$ cat config.mk
export PLATFORM = sky130hd
export DESIGN_NAME = multichannel_hit_peak_detector
export DESIGN_NICKNAME = d
export VERILOG_FILES = /design/src/hdl/hpd_pkg.sv /design/src/hdl/hpd_lane.sv /design/src/hdl/hpd_merge.sv /design/src/hdl/multichannel_hit_peak_detector.sv
export SDC_FILE = /design/constraint.sdc
export NUM_CORES = 2
export LEC_CHECK = 0
export ABC_AREA = 1
export BUFFER_PORTS_ARGS = -buffer_cell sky130_fd_sc_hd__buf_4
export CAP_MARGIN = 10
export CELL_PAD_IN_SITES_DETAIL_PLACEMENT = 1
export CELL_PAD_IN_SITES_GLOBAL_PLACEMENT = 2
export CORE_MARGIN = 8
export CORE_UTILIZATION = 37
export CTS_BUF_LIST = sky130_fd_sc_hd__clkbuf_4 sky130_fd_sc_hd__clkbuf_8 sky130_fd_sc_hd__clkbuf_16
export DETAILED_ROUTE_END_ITERATION = 12
export PLACE_DENSITY = 0.8
export SLEW_MARGIN = 20
export SYNTH_ARGS = -nofsm -noshare
export SYNTH_HDL_FRONTEND = slang
export SYNTH_SLANG_ARGS = --single-unit
$ cat constraint.sdc
create_clock -name clk -period 17.6 [get_ports clk]
set_input_delay 2.64 -clock clk [delete_from_list [all_inputs] [get_ports clk]]
set_output_delay 2.64 -clock clk [all_outputs]
set_load 0.005 [all_outputs]
$ cat src/hdl/hpd_pkg.sv
// ----------------------------------------------------------------------------
// hpd_pkg
// shared types and constants of the multichannel hit peak detector
// ----------------------------------------------------------------------------
package hpd_pkg;

    localparam int SAMPLE_W   = 8;
    localparam int SAMPLE_MAX = 255;
    localparam int IN_FIELDS  = 10;
    localparam int SEL_W      = 4;
    localparam int PEAK_W     = 16;
    localparam int MAP_DEPTH  = 12;

    // ring number of each channel
    localparam logic [SEL_W-1:0] RING_MAP [MAP_DEPTH] = '{
        4'd6, 4'd7, 4'd8, 4'd9, 4'd10, 4'd1, 4'd2, 4'd3, 4'd4, 4'd5, 4'd11, 4'd12
    };

    typedef struct packed {
        logic clear;
        logic base_add;
        logic ring_upd;
        logic win_open;
        logic win_track;
    } lane_ctrl_t;

endpackage

$ cat src/hdl/hpd_lane.sv
// ----------------------------------------------------------------------------
// hpd_lane
// one channel: running baseline sum, excess over baseline, hit flag, peak hold
// ----------------------------------------------------------------------------
module hpd_lane #(
    parameter int DEPTH = 20
) (
    input  logic                                  clk,
    input  logic                                  rst_n,
    input  hpd_pkg::lane_ctrl_t                   ctrl,
    input  logic [hpd_pkg::SAMPLE_W-1:0]          sample,
    input  logic [hpd_pkg::SAMPLE_W-1:0]          old_sample,
    input  logic [$clog2(hpd_pkg::SAMPLE_MAX*DEPTH+1)-1:0] limit,
    output logic                                  hit,
    output logic signed [$clog2(hpd_pkg::SAMPLE_MAX*DEPTH+1):0] peak_upd
);

    localparam int SUM_W = $clog2(hpd_pkg::SAMPLE_MAX * DEPTH + 1);

    logic [SUM_W-1:0]        sum_reg;
    logic [SUM_W-1:0]        sum_next;
    logic signed [SUM_W:0]   peak_reg;
    logic [SUM_W-1:0]        sample_scaled;
    logic signed [SUM_W:0]   excess;
    logic [SUM_W:0]          sum_wide;
    logic [SUM_W:0]          old_term;

    assign sample_scaled = SUM_W'(sample) * SUM_W'(DEPTH);
    assign excess        = $signed({1'b0, sample_scaled}) - $signed({1'b0, sum_reg});
    assign hit           = excess > $signed({1'b0, limit});
    assign peak_upd      = (ctrl.win_track && (excess > peak_reg)) ? excess : peak_reg;

    assign old_term = ctrl.ring_upd ? (SUM_W+1)'(old_sample) : '0;
    assign sum_wide = {1'b0, sum_reg} + (SUM_W+1)'(sample) - old_term;

    always_comb
    begin
        if (ctrl.clear)
        begin
            sum_next = '0;
        end
        else if (ctrl.base_add || ctrl.ring_upd)
        begin
            sum_next = sum_wide[SUM_W-1:0];
        end
        else
        begin
            sum_next = sum_reg;
        end
    end

    always_ff @(posedge clk or negedge rst_n)
    begin
        if (!rst_n)
        begin
            sum_reg <= '0;
        end
        else
        begin
            sum_reg <= sum_next;
        end
    end

    always_ff @(posedge clk)
    begin
        if (ctrl.win_open)
        begin
            peak_reg <= excess;
        end
        else if (ctrl.win_track)
        begin
            peak_reg <= peak_upd;
        end
    end

endmodule

$ cat src/hdl/hpd_merge.sv
// ----------------------------------------------------------------------------
// hpd_merge
// merges the lane peaks: argmax, tie check, ring mapping, scaling to hundredths
// ----------------------------------------------------------------------------
module hpd_merge #(
    parameter int CHANNELS = 10,
    parameter int DEPTH    = 20
) (
    input  logic                                  clk,
    input  logic                                  rst_n,
    input  logic                                  close,
    input  logic signed [$clog2(hpd_pkg::SAMPLE_MAX*DEPTH+1):0] peaks [CHANNELS],
    input  logic                                  out_ready,
    output logic                                  out_valid,
    output logic [hpd_pkg::SEL_W-1:0]             ring_number,
    output logic [hpd_pkg::PEAK_W-1:0]            peak_hundredths,
    output logic [hpd_pkg::SEL_W-1:0]             best_channel,
    output logic                                  ambiguous,
    output logic                                  busy
);

    localparam int SUM_W  = $clog2(hpd_pkg::SAMPLE_MAX * DEPTH + 1);
    localparam int EXC_W  = SUM_W + 1;
    localparam int NUM_W  = SUM_W + 8;
    localparam int K      = NUM_W + $clog2(DEPTH);
    localparam logic [63:0] RECIP = ((64'd1 << K) + 64'(DEPTH) - 64'd1) / 64'(DEPTH);
    localparam int M_W    = $clog2(RECIP + 64'd1);
    localparam int ML_W   = M_W / 2;
    localparam int MH_W   = M_W - ML_W;
    localparam int PW     = NUM_W + M_W;
    localparam int HALF   = (CHANNELS + 1) / 2;
    localparam int HALF_D = DEPTH / 2;
    localparam logic [ML_W-1:0] RECIP_LO = RECIP[ML_W-1:0];
    localparam logic [MH_W-1:0] RECIP_HI = RECIP[M_W-1:ML_W];
    localparam logic [NUM_W-1:0] SCALE   = NUM_W'(100);
    localparam logic [PW-1:0]    SAT_MAX = PW'(65535);

    logic                    v1_reg, v2_reg, v3_reg, v4_reg, v5_reg;
    logic signed [EXC_W-1:0] pk_reg [CHANNELS];
    logic signed [EXC_W-1:0] max_lo_next, max_hi_next;
    logic signed [EXC_W-1:0] max_lo_reg, max_hi_reg;
    logic signed [EXC_W-1:0] mx;
    logic [CHANNELS-1:0]     eq;
    logic [hpd_pkg::SEL_W-1:0] best_next;
    logic signed [EXC_W-1:0] mx3_reg;
    logic [hpd_pkg::SEL_W-1:0] best3_reg, best4_reg, best5_reg;
    logic                    tied3_reg, tied4_reg, tied5_reg;
    logic [NUM_W-1:0]        num_next, num4_reg;
    logic [NUM_W+ML_W-1:0]   pp_lo_reg;
    logic [NUM_W+MH_W-1:0]   pp_hi_reg;
    logic [PW-1:0]           prod;
    logic [PW-1:0]           quot;
    logic                    out_valid_reg;
    logic [hpd_pkg::SEL_W-1:0] ring_reg, best_out_reg;
    logic [hpd_pkg::PEAK_W-1:0] peak_out_reg;
    logic                    tied_out_reg;

    // half maxima
    always_comb
    begin
        max_lo_next = pk_reg[0];
        for (int ch = 1; ch < HALF; ch++)
        begin
            if (pk_reg[ch] > max_lo_next)
            begin
                max_lo_next = pk_reg[ch];
            end
        end
        max_hi_next = {1'b1, {(EXC_W-1){1'b0}}};
        for (int ch = HALF; ch < CHANNELS; ch++)
        begin
            if (pk_reg[ch] > max_hi_next)
            begin
                max_hi_next = pk_reg[ch];
            end
        end
    end

    // first channel at the maximum, tie flag
    always_comb
    begin
        mx = (max_lo_reg >= max_hi_reg) ? max_lo_reg : max_hi_reg;
        for (int ch = 0; ch < CHANNELS; ch++)
        begin
            eq[ch] = (pk_reg[ch] == mx);
        end
        best_next = '0;
        for (int ch = CHANNELS - 1; ch >= 0; ch--)
        begin
            if (eq[ch])
            begin
                best_next = hpd_pkg::SEL_W'(ch);
            end
        end
    end

    assign num_next = (mx3_reg > 0)
                    ? NUM_W'(mx3_reg[SUM_W-1:0]) * SCALE + NUM_W'(HALF_D)
                    : '0;

    assign prod = (PW'(pp_hi_reg) << ML_W) + PW'(pp_lo_reg);
    assign quot = prod >> K;

    always_ff @(posedge clk or negedge rst_n)
    begin
        if (!rst_n)
        begin
            v1_reg        <= 1'b0;
            v2_reg        <= 1'b0;
            v3_reg        <= 1'b0;
            v4_reg        <= 1'b0;
            v5_reg        <= 1'b0;
            out_valid_reg <= 1'b0;
        end
        else
        begin
            v1_reg <= close;
            v2_reg <= v1_reg;
            v3_reg <= v2_reg;
            v4_reg <= v3_reg;
            v5_reg <= v4_reg;
            if (v5_reg)
            begin
                out_valid_reg <= 1'b1;
            end
            else if (out_ready)
            begin
                out_valid_reg <= 1'b0;
            end
        end
    end

    always_ff @(posedge clk)
    begin
        if (close)
        begin
            for (int ch = 0; ch < CHANNELS; ch++)
            begin
                pk_reg[ch] <= peaks[ch];
            end
        end
        max_lo_reg <= max_lo_next;
        max_hi_reg <= max_hi_next;
        mx3_reg    <= mx;
        best3_reg  <= best_next;
        tied3_reg  <= |(eq & (eq - CHANNELS'(1)));
        num4_reg   <= num_next;
        best4_reg  <= best3_reg;
        tied4_reg  <= tied3_reg;
        pp_lo_reg  <= (NUM_W+ML_W)'(num4_reg) * (NUM_W+ML_W)'(RECIP_LO);
        pp_hi_reg  <= (NUM_W+MH_W)'(num4_reg) * (NUM_W+MH_W)'(RECIP_HI);
        best5_reg  <= best4_reg;
        tied5_reg  <= tied4_reg;
        if (v5_reg)
        begin
            ring_reg     <= tied5_reg ? '0 : hpd_pkg::RING_MAP[best5_reg];
            peak_out_reg <= (quot > SAT_MAX) ? {hpd_pkg::PEAK_W{1'b1}}
                                             : quot[hpd_pkg::PEAK_W-1:0];
            best_out_reg <= best5_reg;
            tied_out_reg <= tied5_reg;
        end
    end

    assign out_valid       = out_valid_reg;
    assign ring_number     = ring_reg;
    assign peak_hundredths = peak_out_reg;
    assign best_channel    = best_out_reg;
    assign ambiguous       = tied_out_reg;
    assign busy            = v1_reg | v2_reg | v3_reg | v4_reg | v5_reg | out_valid_reg;

endmodule

$ cat src/hdl/multichannel_hit_peak_detector.sv
// ----------------------------------------------------------------------------
// multichannel_hit_peak_detector
// baseline ring per channel, hit window detection and peak report per window
// ----------------------------------------------------------------------------
// result registers: peaks, half maxima, maximum, numerator, product, output
// throughput: one frame per cycle unless stalled; lanes update sums and peaks in
//   that cycle, the ring registers its next row ahead, writes a row per baseline
//   frame; s_axis_tready drops only while a window could close and a result is
//   in flight; reset clears phase, counters, sums and result valid flags, sets
//   registers to 20 / 50; ring contents stay undefined, the refill rewrites them
module multichannel_hit_peak_detector #(
    parameter int CHANNELS       = 10,
    parameter int BASELINE_DEPTH = 20
) (
    input  logic        clk,
    input  logic        rst_n,
    input  logic        s_axis_tvalid,
    output logic        s_axis_tready,
    input  logic [79:0] s_axis_tdata,   // sample_ch0 .. sample_ch9, 8 bits each
    output logic        m_axis_tvalid,
    input  logic        m_axis_tready,
    output logic [31:0] m_axis_tdata,   // ring_number[3:0], peak_hundredths[19:4],
                                        // best_channel[23:20], ambiguous[24]
    input  logic        cfg_write,
    input  logic [0:0]  cfg_index,
    input  logic [9:0]  cfg_data
);

    localparam int SW    = hpd_pkg::SAMPLE_W;
    localparam int SUM_W = $clog2(hpd_pkg::SAMPLE_MAX * BASELINE_DEPTH + 1);
    localparam int AW    = $clog2(BASELINE_DEPTH);
    localparam int ROW_W = CHANNELS * SW;

    localparam logic [0:0] REG_HIT_THRESHOLD = 1'd0;
    localparam logic [0:0] REG_WINDOW_LENGTH = 1'd1;

    localparam logic [1:0] PH_BASE = 2'd0;
    localparam logic [1:0] PH_MON  = 2'd1;
    localparam logic [1:0] PH_WIN  = 2'd2;

    localparam logic [AW-1:0] LAST_ROW = AW'(BASELINE_DEPTH - 1);
    localparam logic [9:0]    WC_MAX   = 10'd1023;

    logic [7:0]             thr_reg;
    logic [9:0]             wlen_reg;
    logic [1:0]             phase_reg, phase_next;
    logic [AW-1:0]          fill_reg, fill_next;
    logic [AW-1:0]          pos_reg, pos_next;
    logic [9:0]             wc_reg, wc_next, wc_inc;
    logic                   accept;
    logic                   hit_any;
    logic                   close_possible;
    logic                   merge_busy;
    hpd_pkg::lane_ctrl_t    ctrl;
    logic [SUM_W-1:0]       limit;
    logic [SW-1:0]          lane_sample [CHANNELS];
    logic [CHANNELS-1:0]    lane_hit;
    logic signed [SUM_W:0]  lane_peak [CHANNELS];
    logic [ROW_W-1:0]       frame_row;
    logic [ROW_W-1:0]       hist_mem [BASELINE_DEPTH];
    logic [ROW_W-1:0]       rd_row_reg;
    logic                   mem_we;
    logic [AW-1:0]          wr_addr;
    logic [hpd_pkg::SEL_W-1:0]  res_ring, res_best;
    logic [hpd_pkg::PEAK_W-1:0] res_peak;
    logic                   res_tied;

    // configuration registers
    always_ff @(posedge clk or negedge rst_n)
    begin
        if (!rst_n)
        begin
            thr_reg  <= 8'd20;
            wlen_reg <= 10'd50;
        end
        else if (cfg_write)
        begin
            unique case (cfg_index)
                REG_HIT_THRESHOLD: thr_reg  <= cfg_data[7:0];
                REG_WINDOW_LENGTH: wlen_reg <= cfg_data;
                default:           thr_reg  <= thr_reg;
            endcase
        end
    end

    assign limit = SUM_W'(thr_reg) * SUM_W'(BASELINE_DEPTH);

    // frame unpacking, channels beyond the input fields read as zero
    genvar g;
    generate
        for (g = 0; g < CHANNELS; g++)
        begin : g_lane
            if (g < hpd_pkg::IN_FIELDS)
            begin : g_in
                assign lane_sample[g] = s_axis_tdata[g*SW +: SW];
            end
            else
            begin : g_zero
                assign lane_sample[g] = '0;
            end

            hpd_lane #(
                .DEPTH (BASELINE_DEPTH)
            ) u_lane (
                .clk        (clk),
                .rst_n      (rst_n),
                .ctrl       (ctrl),
                .sample     (lane_sample[g]),
                .old_sample (rd_row_reg[g*SW +: SW]),
                .limit      (limit),
                .hit        (lane_hit[g]),
                .peak_upd   (lane_peak[g])
            );
        end
    endgenerate

    always_comb
    begin
        for (int ch = 0; ch < CHANNELS; ch++)
        begin
            frame_row[ch*SW +: SW] = lane_sample[ch];
        end
    end

    assign hit_any        = |lane_hit;
    assign wc_inc         = (wc_reg < WC_MAX) ? wc_reg + 10'd1 : wc_reg;
    assign close_possible = (phase_reg == PH_WIN) && (wc_inc >= wlen_reg);
    assign s_axis_tready  = !(close_possible && merge_busy);
    assign accept         = s_axis_tvalid && s_axis_tready;

    // lane control and sequencing
    always_comb
    begin
        ctrl       = '0;
        phase_next = phase_reg;
        fill_next  = fill_reg;
        pos_next   = pos_reg;
        wc_next    = wc_reg;
        if (accept)
        begin
            unique case (phase_reg)
                PH_BASE:
                begin
                    ctrl.base_add = 1'b1;
                    if (fill_reg == LAST_ROW)
                    begin
                        fill_next  = '0;
                        pos_next   = '0;
                        phase_next = PH_MON;
                    end
                    else
                    begin
                        fill_next = fill_reg + AW'(1);
                    end
                end
                PH_MON:
                begin
                    if (hit_any)
                    begin
                        ctrl.win_open = 1'b1;
                        wc_next       = 10'd1;
                        phase_next    = PH_WIN;
                    end
                    else
                    begin
                        ctrl.ring_upd = 1'b1;
                        pos_next      = (pos_reg == LAST_ROW) ? '0 : pos_reg + AW'(1);
                    end
                end
                PH_WIN:
                begin
                    ctrl.win_track = 1'b1;
                    wc_next        = wc_inc;
                    if (close_possible)
                    begin
                        ctrl.clear = 1'b1;
                        phase_next = PH_BASE;
                        fill_next  = '0;
                        pos_next   = '0;
                        wc_next    = '0;
                    end
                end
                default:
                begin
                    phase_next = PH_BASE;
                end
            endcase
        end
    end

    always_ff @(posedge clk or negedge rst_n)
    begin
        if (!rst_n)
        begin
            phase_reg <= PH_BASE;
            fill_reg  <= '0;
            pos_reg   <= '0;
            wc_reg    <= '0;
        end
        else
        begin
            phase_reg <= phase_next;
            fill_reg  <= fill_next;
            pos_reg   <= pos_next;
            wc_reg    <= wc_next;
        end
    end

    // baseline ring, next row read ahead into a register
    assign mem_we  = ctrl.base_add || ctrl.ring_upd;
    assign wr_addr = ctrl.base_add ? fill_reg : pos_reg;

    always_ff @(posedge clk)
    begin
        if (mem_we)
        begin
            hist_mem[wr_addr] <= frame_row;
        end
        rd_row_reg <= hist_mem[pos_next];
    end

    hpd_merge #(
        .CHANNELS (CHANNELS),
        .DEPTH    (BASELINE_DEPTH)
    ) u_merge (
        .clk             (clk),
        .rst_n           (rst_n),
        .close           (ctrl.clear),
        .peaks           (lane_peak),
        .out_ready       (m_axis_tready),
        .out_valid       (m_axis_tvalid),
        .ring_number     (res_ring),
        .peak_hundredths (res_peak),
        .best_channel    (res_best),
        .ambiguous       (res_tied),
        .busy            (merge_busy)
    );

    assign m_axis_tdata = {7'd0, res_tied, res_best, res_peak, res_ring};

endmodule
* Yosys cells after proc, flatten, opt, wreduce, memory -nomap -nowiden
Memory sizes are Yosys's and may differ from the RTL's. A register that Yosys moved wholly into a read port is not among the register bits.
Cells that the tools add are included.
** Operators by class
- Add/sub/neg operators :: 36
- Multiply operators :: 14
- Divide/modulo/power cells :: 0
- Order comparisons :: 34
- Eq/ne operators :: 17
- Shift-type cells :: 0
- Muxes and demuxes :: 111
- Bitwise logic cells :: 8
- Reduce and logical (&&, ||, !) cells :: 31
** Operator list (number)
- $mux W14 :: 40
- $gt A14 B14 Y1 :: 28
- $mux W13 :: 20
- $eq A14 B14 Y1 :: 10
- $sub A13 B13 Y14 :: 10
- $add A13 B8 Y13 :: 10
- $sub A13 B13 Y13 :: 10
- $mul A8 B3 Y11 const B :: 11
- $mux W8 :: 10
- $mux W5 :: 9
- $add A43 B31 Y43 :: 1
- $mul A21 B10 Y31 const B :: 1
- $mux W10 :: 3
- $mul A21 B8 Y29 const B :: 1
- $add A20 B4 Y21 const B :: 1
- $pmux W10 S2 :: 1
- $reduce_or A10 Y1 :: 2
- $mul A13 B5 Y18 const B :: 1
- $gt A17 B16 Y1 const B :: 1
- $pmux W5 S3 :: 1
- $ge A14 B14 Y1 :: 1
- $gt A14 B1 Y1 const B :: 1
- $gt A14 B14 Y1 const B :: 1
- $logic_and A1 B1 Y1 :: 13
- other kinds (29) :: 64
** Word-level totals
- Bits in registers :: 475
- Bits in latches :: 0
- RAM bits :: 1740
- ROM bits :: 64
- Input port bits :: 96
- Word-level logic and storage cells :: 304
- Memories kept :: 3
** Memories
- hist_mem :: depth 20, width 80, rd ports 1, clocked after Yosys merged registers in 1, wr ports 1, RTL line multichannel_hit_peak_detector.sv:60 : logic [ROW_W-1:0] hist_mem [BASELINE_DEPTH];
- u_merge.pk_reg :: depth 10, width 14, rd ports 10, clocked after Yosys merged registers in 0, wr ports 10, RTL line hpd_merge.sv:39 : logic signed [EXC_W-1:0] pk_reg [CHANNELS];
- (no name shown) :: depth 16, width 4, rd ports 1, clocked after Yosys merged registers in 1, wr ports 0, RTL line hpd_merge.sv:156 : ring_reg <= tied5_reg ? '0 : hpd_pkg::RING_MAP[best5_reg];

* Depth between registers and ports, before layout
- Depth after elaboration :: 13
- Gate-level depth with buffers :: 57
- Mapped depth without buffers :: 51

* Modules after synthesis
Synthesis repeated with hierarchy kept, for this count alone.
** Unflattened totals
- Cell total of the unflattened synthesis :: 14783
- Area total of the unflattened synthesis :: 135197.2 sq um
** By module, submodules not included
- multichannel_hit_peak_detector :: instances 1, cells an instance 6327, area an instance 73186.4 sq um, seq. area each 50654.8 sq um
- hpd_merge :: instances 1, cells an instance 2402, area an instance 22073.7 sq um, seq. area each 7607.3 sq um
- hpd_lane (g_lane[0].u_lane ...) :: instances 5, cells an instance 600, area an instance 3992.6 sq um, seq. area each 745.7 sq um
- hpd_lane (g_lane[2].u_lane ...) :: instances 3, cells an instance 615, area an instance 3992.6 sq um, seq. area each 745.7 sq um
- hpd_lane (g_lane[7].u_lane) :: instances 1, cells an instance 601, area an instance 4001.3 sq um, seq. area each 745.7 sq um
- hpd_lane (g_lane[3].u_lane) :: instances 1, cells an instance 608, area an instance 3995.1 sq um, seq. area each 745.7 sq um

* Worst setup path before layout
OpenSTA, ideal clock, no wires.
- Kind :: input to register
- From :: in s_axis_tdata[1]
- To :: reg wc_reg[1]
- Arrival :: 10.983 ns
- Slack :: 6.270 ns
- Stages :: 29
- Path through :: ha_1 > ha_1 > fa_1 > xor2_1 > ha_1 > nand2_1 > o21ai_0 > a21oi_1 > o21bai_1 > a21oi_1 > o21bai_1 > xnor2_1 > inv_1 > ha_1 > nand3_1 > nor3_1 > a21oi_1 > nand2_1 > o31ai_1 > nand3b_1 > nor2_1 > nand2_1 > nor2_2 > nor3_1 > nand2_1 > clkbuf_1 > nand2_1 > clkbuf_1 > o21ai_0
** On the way
- Word-level cells in the longest chain between the ends :: 6
** RTL lines
- start, declared :: RTL line multichannel_hit_peak_detector.sv:19 : input logic [79:0] s_axis_tdata,
- $mul A8 B3 Y11 :: RTL line hpd_lane.sv:28 : assign sample_scaled = SUM_W'(sample) * SUM_W'(DEPTH);
- $sub A13 B13 Y14 :: RTL line hpd_lane.sv:29 : assign excess = $signed({1'b0, sample_scaled}) - $signed({1'b0, sum_reg});
- $gt A14 B14 Y1 :: RTL line hpd_lane.sv:30 : assign hit = excess > $signed({1'b0, limit});
- $reduce_or A10 Y1 :: RTL line multichannel_hit_peak_detector.sv:125 : assign hit_any = |lane_hit;
- $ne A2 B2 Y1 (no source line)
- $reduce_and A3 Y1 (no source line)
- end signal, assigned :: RTL line multichannel_hit_peak_detector.sv:205 : wc_reg <= wc_next;
- end, declared :: RTL line multichannel_hit_peak_detector.sv:49 : logic [9:0] wc_reg, wc_next, wc_inc;
No other way between the ends.
A chain may end at the register's enable or synchronous reset.

* Worst setup path in the final report
- From :: in s_axis_tdata[51]
- To :: reg rd_row_reg[53], read port of hist_mem
** On the way
- Word-level cells in the longest chain between the ends :: 7
** RTL lines
- $mul A8 B3 Y11 :: RTL line hpd_lane.sv:28
- $sub A13 B13 Y14 :: RTL line hpd_lane.sv:29
- $gt A14 B14 Y1 :: RTL line hpd_lane.sv:30
- $reduce_or A10 Y1 :: RTL line multichannel_hit_peak_detector.sv:125
- $mux W5 :: RTL line multichannel_hit_peak_detector.sv:158 : if (hit_any)
- $pmux W5 S3 :: RTL line multichannel_hit_peak_detector.sv:141 : unique case (phase_reg)
- $mux W5 :: RTL line multichannel_hit_peak_detector.sv:139 : if (accept)
- end, declared :: RTL line multichannel_hit_peak_detector.sv:61 : logic [ROW_W-1:0] rd_row_reg;
No other way between the ends.

==> results_dict.tcl <==
set metrics [dict create \
    outcome "complete, no violations" \
    grt_setup_unrepaired "false" \
    antenna_found_initial 18 \
    worst_skew_pair.late_latency_ns 0.90 \
    design.die.area_um2 363500 \
    cts_htree_levels 5 \
    layout.cells.most_common "sky130_fd_sc_hd__inv_1" \
    die_width_um 602.9 \
    start_util 0.3716 \
    cpPeakStageDelay_ns 0.74 \
    max-cap-violations 0 \
    globalRoute.totalOverflow 0 \
    synth-warning-count 0 \
    global_route_track_usage_on_met2 0.3676 \
    drt-wirelength-per-cell_um 21.75 \
    timing.rr.start "u_merge.pk_reg[1][2]$_DFFE_PP_" \
    grt_start_max_net_pins 173 \
    worst-path-max-fanout 70 \
    synthesis.area_per_instance_um2 9.811 \
    cts_sinks 2286 \
    drtAntennaViolNets 0 \
    postCtsHoldBufs 0 \
    critPathArrivalTime_ns 11.65 \
    critPathKind "primary input to register" \
    tightest_slew_ns 1.132 \
    power_leakage_nw 62.22 \
    detail_route.wirelength_um 387500 \
    worst_ep_required_time_ns 18.39 \
    final-setup-viol-count 0 \
    hold_viol_final 0 \
    cts_setup_buffers 0 \
    vias_per_cell 5.186 \
    share_of_power_burned_in_registers 0.248 \
    drive_gt1_frac 0.06811 \
    floorplan.core_area_um2 343000 \
    ys_seq_elements 2286 \
    syn2layout_area_growth_pct 12.11 \
    cp-end-kind "register" \
    longest_clk_path_bufs 4 \
    worst_path_max_delay_cell "sky130_fd_sc_hd__buf_4" \
    origin_of_the_worst_min_delay_path "u_merge.best3_reg[2]$_SDFF_PP0_" \
    netSwitchingFraction 0.4484 \
    cellInternalPower_mw 15.83 \
    timing.final.max_slew_violations 0 \
    drt_pre_antenna_iters 5 \
    synth-edff-count 1905 \
    clock_root_buffer "sky130_fd_sc_hd__clkbuf_16" \
    synthCells 12990 \
    post-layout-total-power_mw 28.70 \
    largest_register_ff_count 1600 \
    mappedNetlistArea_um2 127400 \
    die_y_um 602.9 \
    vdd_drop_max_v 0.0002474 \
    numPortBuffers 122 \
    synth_sequential_area_ratio 0.5157 \
    clkPwrFrac 0.207 \
    grt_use_met3 0.02148 \
    worst_hold_path.endpoint "u_merge.best4_reg[2]$_DFF_P_" \
    pwr_density_cell_nw_per_um2 200.9 \
    postPlaceCellArea_um2 133400 \
    max-slew-margin-rel 0.2454 \
    async_reset_ff_frac 0.07699 \
    worst-r2r-cell-count 45 \
    clock-skew-final_ns 0.06389 \
    vias 92380 \
    whs_path_depth 0 \
    floorplan.rows 215 \
    power.share.combinational 0.545 \
    detailed_place_hpwl_um 247200 \
    period_needed_ns 10.86 \
    grt_pass1_vias 97100 \
    grt_pass1_wl_um 593700 \
    global_route.peak_usage_layer "met2" \
    worst_setup_slack_for_register_to_register_paths_ns 7.75 \
    gr-usage-all-layers 0.2087 \
    synth_cell_type_count 72 \
    clk_pin_slew_worst_paths_ns 0.06 \
    fin_nets 14270 \
    postCtsResizedCells 0 \
    critical_path.startpoint_type "primary input" \
    fin_area_um2 142900 \
    detail_route.iter0.violations 6067 \
    synth_top_flop_cell "sky130_fd_sc_hd__edfxtp_1" \
    timing.fmax_mhz 92.11 \
    fillerInstances 38450 \
    period_share 0.6168 \
    clock_tree_from_tritoncts "done" \
    fin_setup_tns_ns 0 \
    reg_to_reg_endpoint "u_merge.max_lo_reg[13]$_DFF_P_" \
    leading_cell_types_in_the_layout_fill_and_taps_excluded "2216 x sky130_fd_sc_hd__inv_1, 2102 x sky130_fd_sc_hd__nand2_1, 1905 x sky130_fd_sc_hd__edfxtp_1" \
    io-pin-count 130 \
    met1_usage 0.2731 \
    cts-buffers-inserted 281 \
    place.gp.congestion 0.8312 \
    drc 0 \
    hold_path.class "register to register" \
    power.net_switching_mw 12.87 \
]
## routing by layer
layer,share of wire,up-vias
li1,-,43780
met1,0.44,46280
met2,0.49,1745
met3,0.040,570
met4,0.028,2
met5,0.000034,-
## through the flow
step | cells | utilization | setup WS [ns] | hold WS (ns)
6_report | 17810 | 0.4166 | 6.744 | 0.3171
5_1_grt | 17810 | 0.4165 | 6.153 | 0.3335
4_1_cts | 17800 | 0.4164 | 6.776 | 0.3222
3_5_place_dp | 17290 | 0.3890 | 5.844 | 0.3153
3_3_place_gp | 17290 | 0.3889 | 5.887 | 0.3120
2_1_floorplan | 13000 | - | 6.270 | 0.3096
## cells by family after synthesis
group / synth area share
simple gates: 0.1711
mux: 0.002916
buf+inv: 0.08390
flops: 0.5157
compound gates: 0.07059
xor+xnor: 0.03079
fa+ha+maj: 0.1251
other cells: 0.00002942
## worst max-delay path, delay by kind of cell
| kind | cells | cell delay, ns |
|---|---|---|
| buffers and inverters | 6 | 3.12 |
| xor gates and xnor gates | 1 | 0.20 |
| AOI/OAI and AO/OA | 7 | 1.39 |
| adders and majority gates | 5 | 1.68 |
| and+or+nand+nor | 13 | 2.36 |
## cells in the mapped netlist (20+ instances only)
cell type | n | area share
sky130_fd_sc_hd__inv_1 | 2218 | 0.065
sky130_fd_sc_hd__nand2_1 | 2108 | 0.062
sky130_fd_sc_hd__edfxtp_1 | 1905 | 0.45
sky130_fd_sc_hd__nand3_1 | 1404 | 0.055
sky130_fd_sc_hd__ha_1 | 965 | 0.095
sky130_fd_sc_hd__o21ai_0 | 685 | 0.027
sky130_fd_sc_hd__a21oi_1 | 493 | 0.019
sky130_fd_sc_hd__nand3b_1 | 486 | 0.029
sky130_fd_sc_hd__nor2_1 | 470 | 0.014
sky130_fd_sc_hd__xor2_1 | 327 | 0.022
sky130_fd_sc_hd__clkbuf_1 | 238 | 0.0070
sky130_fd_sc_hd__dfxtp_1 | 205 | 0.032
sky130_fd_sc_hd__buf_2 | 203 | 0.0080
sky130_fd_sc_hd__fa_1 | 193 | 0.030
sky130_fd_sc_hd__o22ai_1 | 185 | 0.0091
sky130_fd_sc_hd__dfrtp_1 | 171 | 0.034
sky130_fd_sc_hd__xnor2_1 | 121 | 0.0083
sky130_fd_sc_hd__o21bai_1 | 104 | 0.0061
sky130_fd_sc_hd__nand4_1 | 85 | 0.0042
sky130_fd_sc_hd__buf_1 | 65 | 0.0019
sky130_fd_sc_hd__nor3_1 | 59 | 0.0023
sky130_fd_sc_hd__mux2_2 | 33 | 0.0029
sky130_fd_sc_hd__a211oi_1 | 20 | 0.0012
## worst max path at each step
stage | cells past startpoint | startpoint | endpoint | slack [ns]
after floorplan | 29 | s_axis_tdata[1] | wc_reg[1]$_DFFE_PN0P_ | 6.27
after global placement | 35 | s_axis_tdata[11] | rd_row_reg[53]$_DFF_P_ | 5.89
after detailed placement | 35 | s_axis_tdata[11] | rd_row_reg[41]$_DFF_P_ | 5.84
after CTS | 43 | s_axis_tdata[11] | g_lane[4].u_lane.sum_reg[12]$_DFFE_PN0P_ | 6.78
after global routing | 41 | s_axis_tdata[11] | g_lane[7].u_lane.sum_reg[12]$_DFFE_PN0P_ | 6.15
final | 32 | s_axis_tdata[51] | rd_row_reg[53]$_DFF_P_ | 6.74
## power by group through the flow
stage | Sequential, mW | Clock, mW | Combinational, mW
after global routing | 7.19 | 6.25 | 17.9
final | 7.12 | 5.94 | 15.6
after detailed placement | 7.24 | 0 | 15.7
after CTS | 7.13 | 6.08 | 15.9
after floorplan | 7.15 | 0 | 11.2
after global placement | 7.22 | 0 | 15.4
## final cells by class
class,count,area [µm²],share of cell area
Sequential cell,2286,65720,0.4600
Multi-Input combinational cell,7953,51440,0.3601
Inverter,2230,8403,0.05881
Clock buffer,367,7931,0.05551
Tap cell,4557,5702,0.03991
Timing Repair Buffer,264,2163,0.01514
Clock inverter,144,1488,0.01041
Antenna cell,10,25.02,0.0001751
Note: power is estimated with default switching activity, not from simulation.
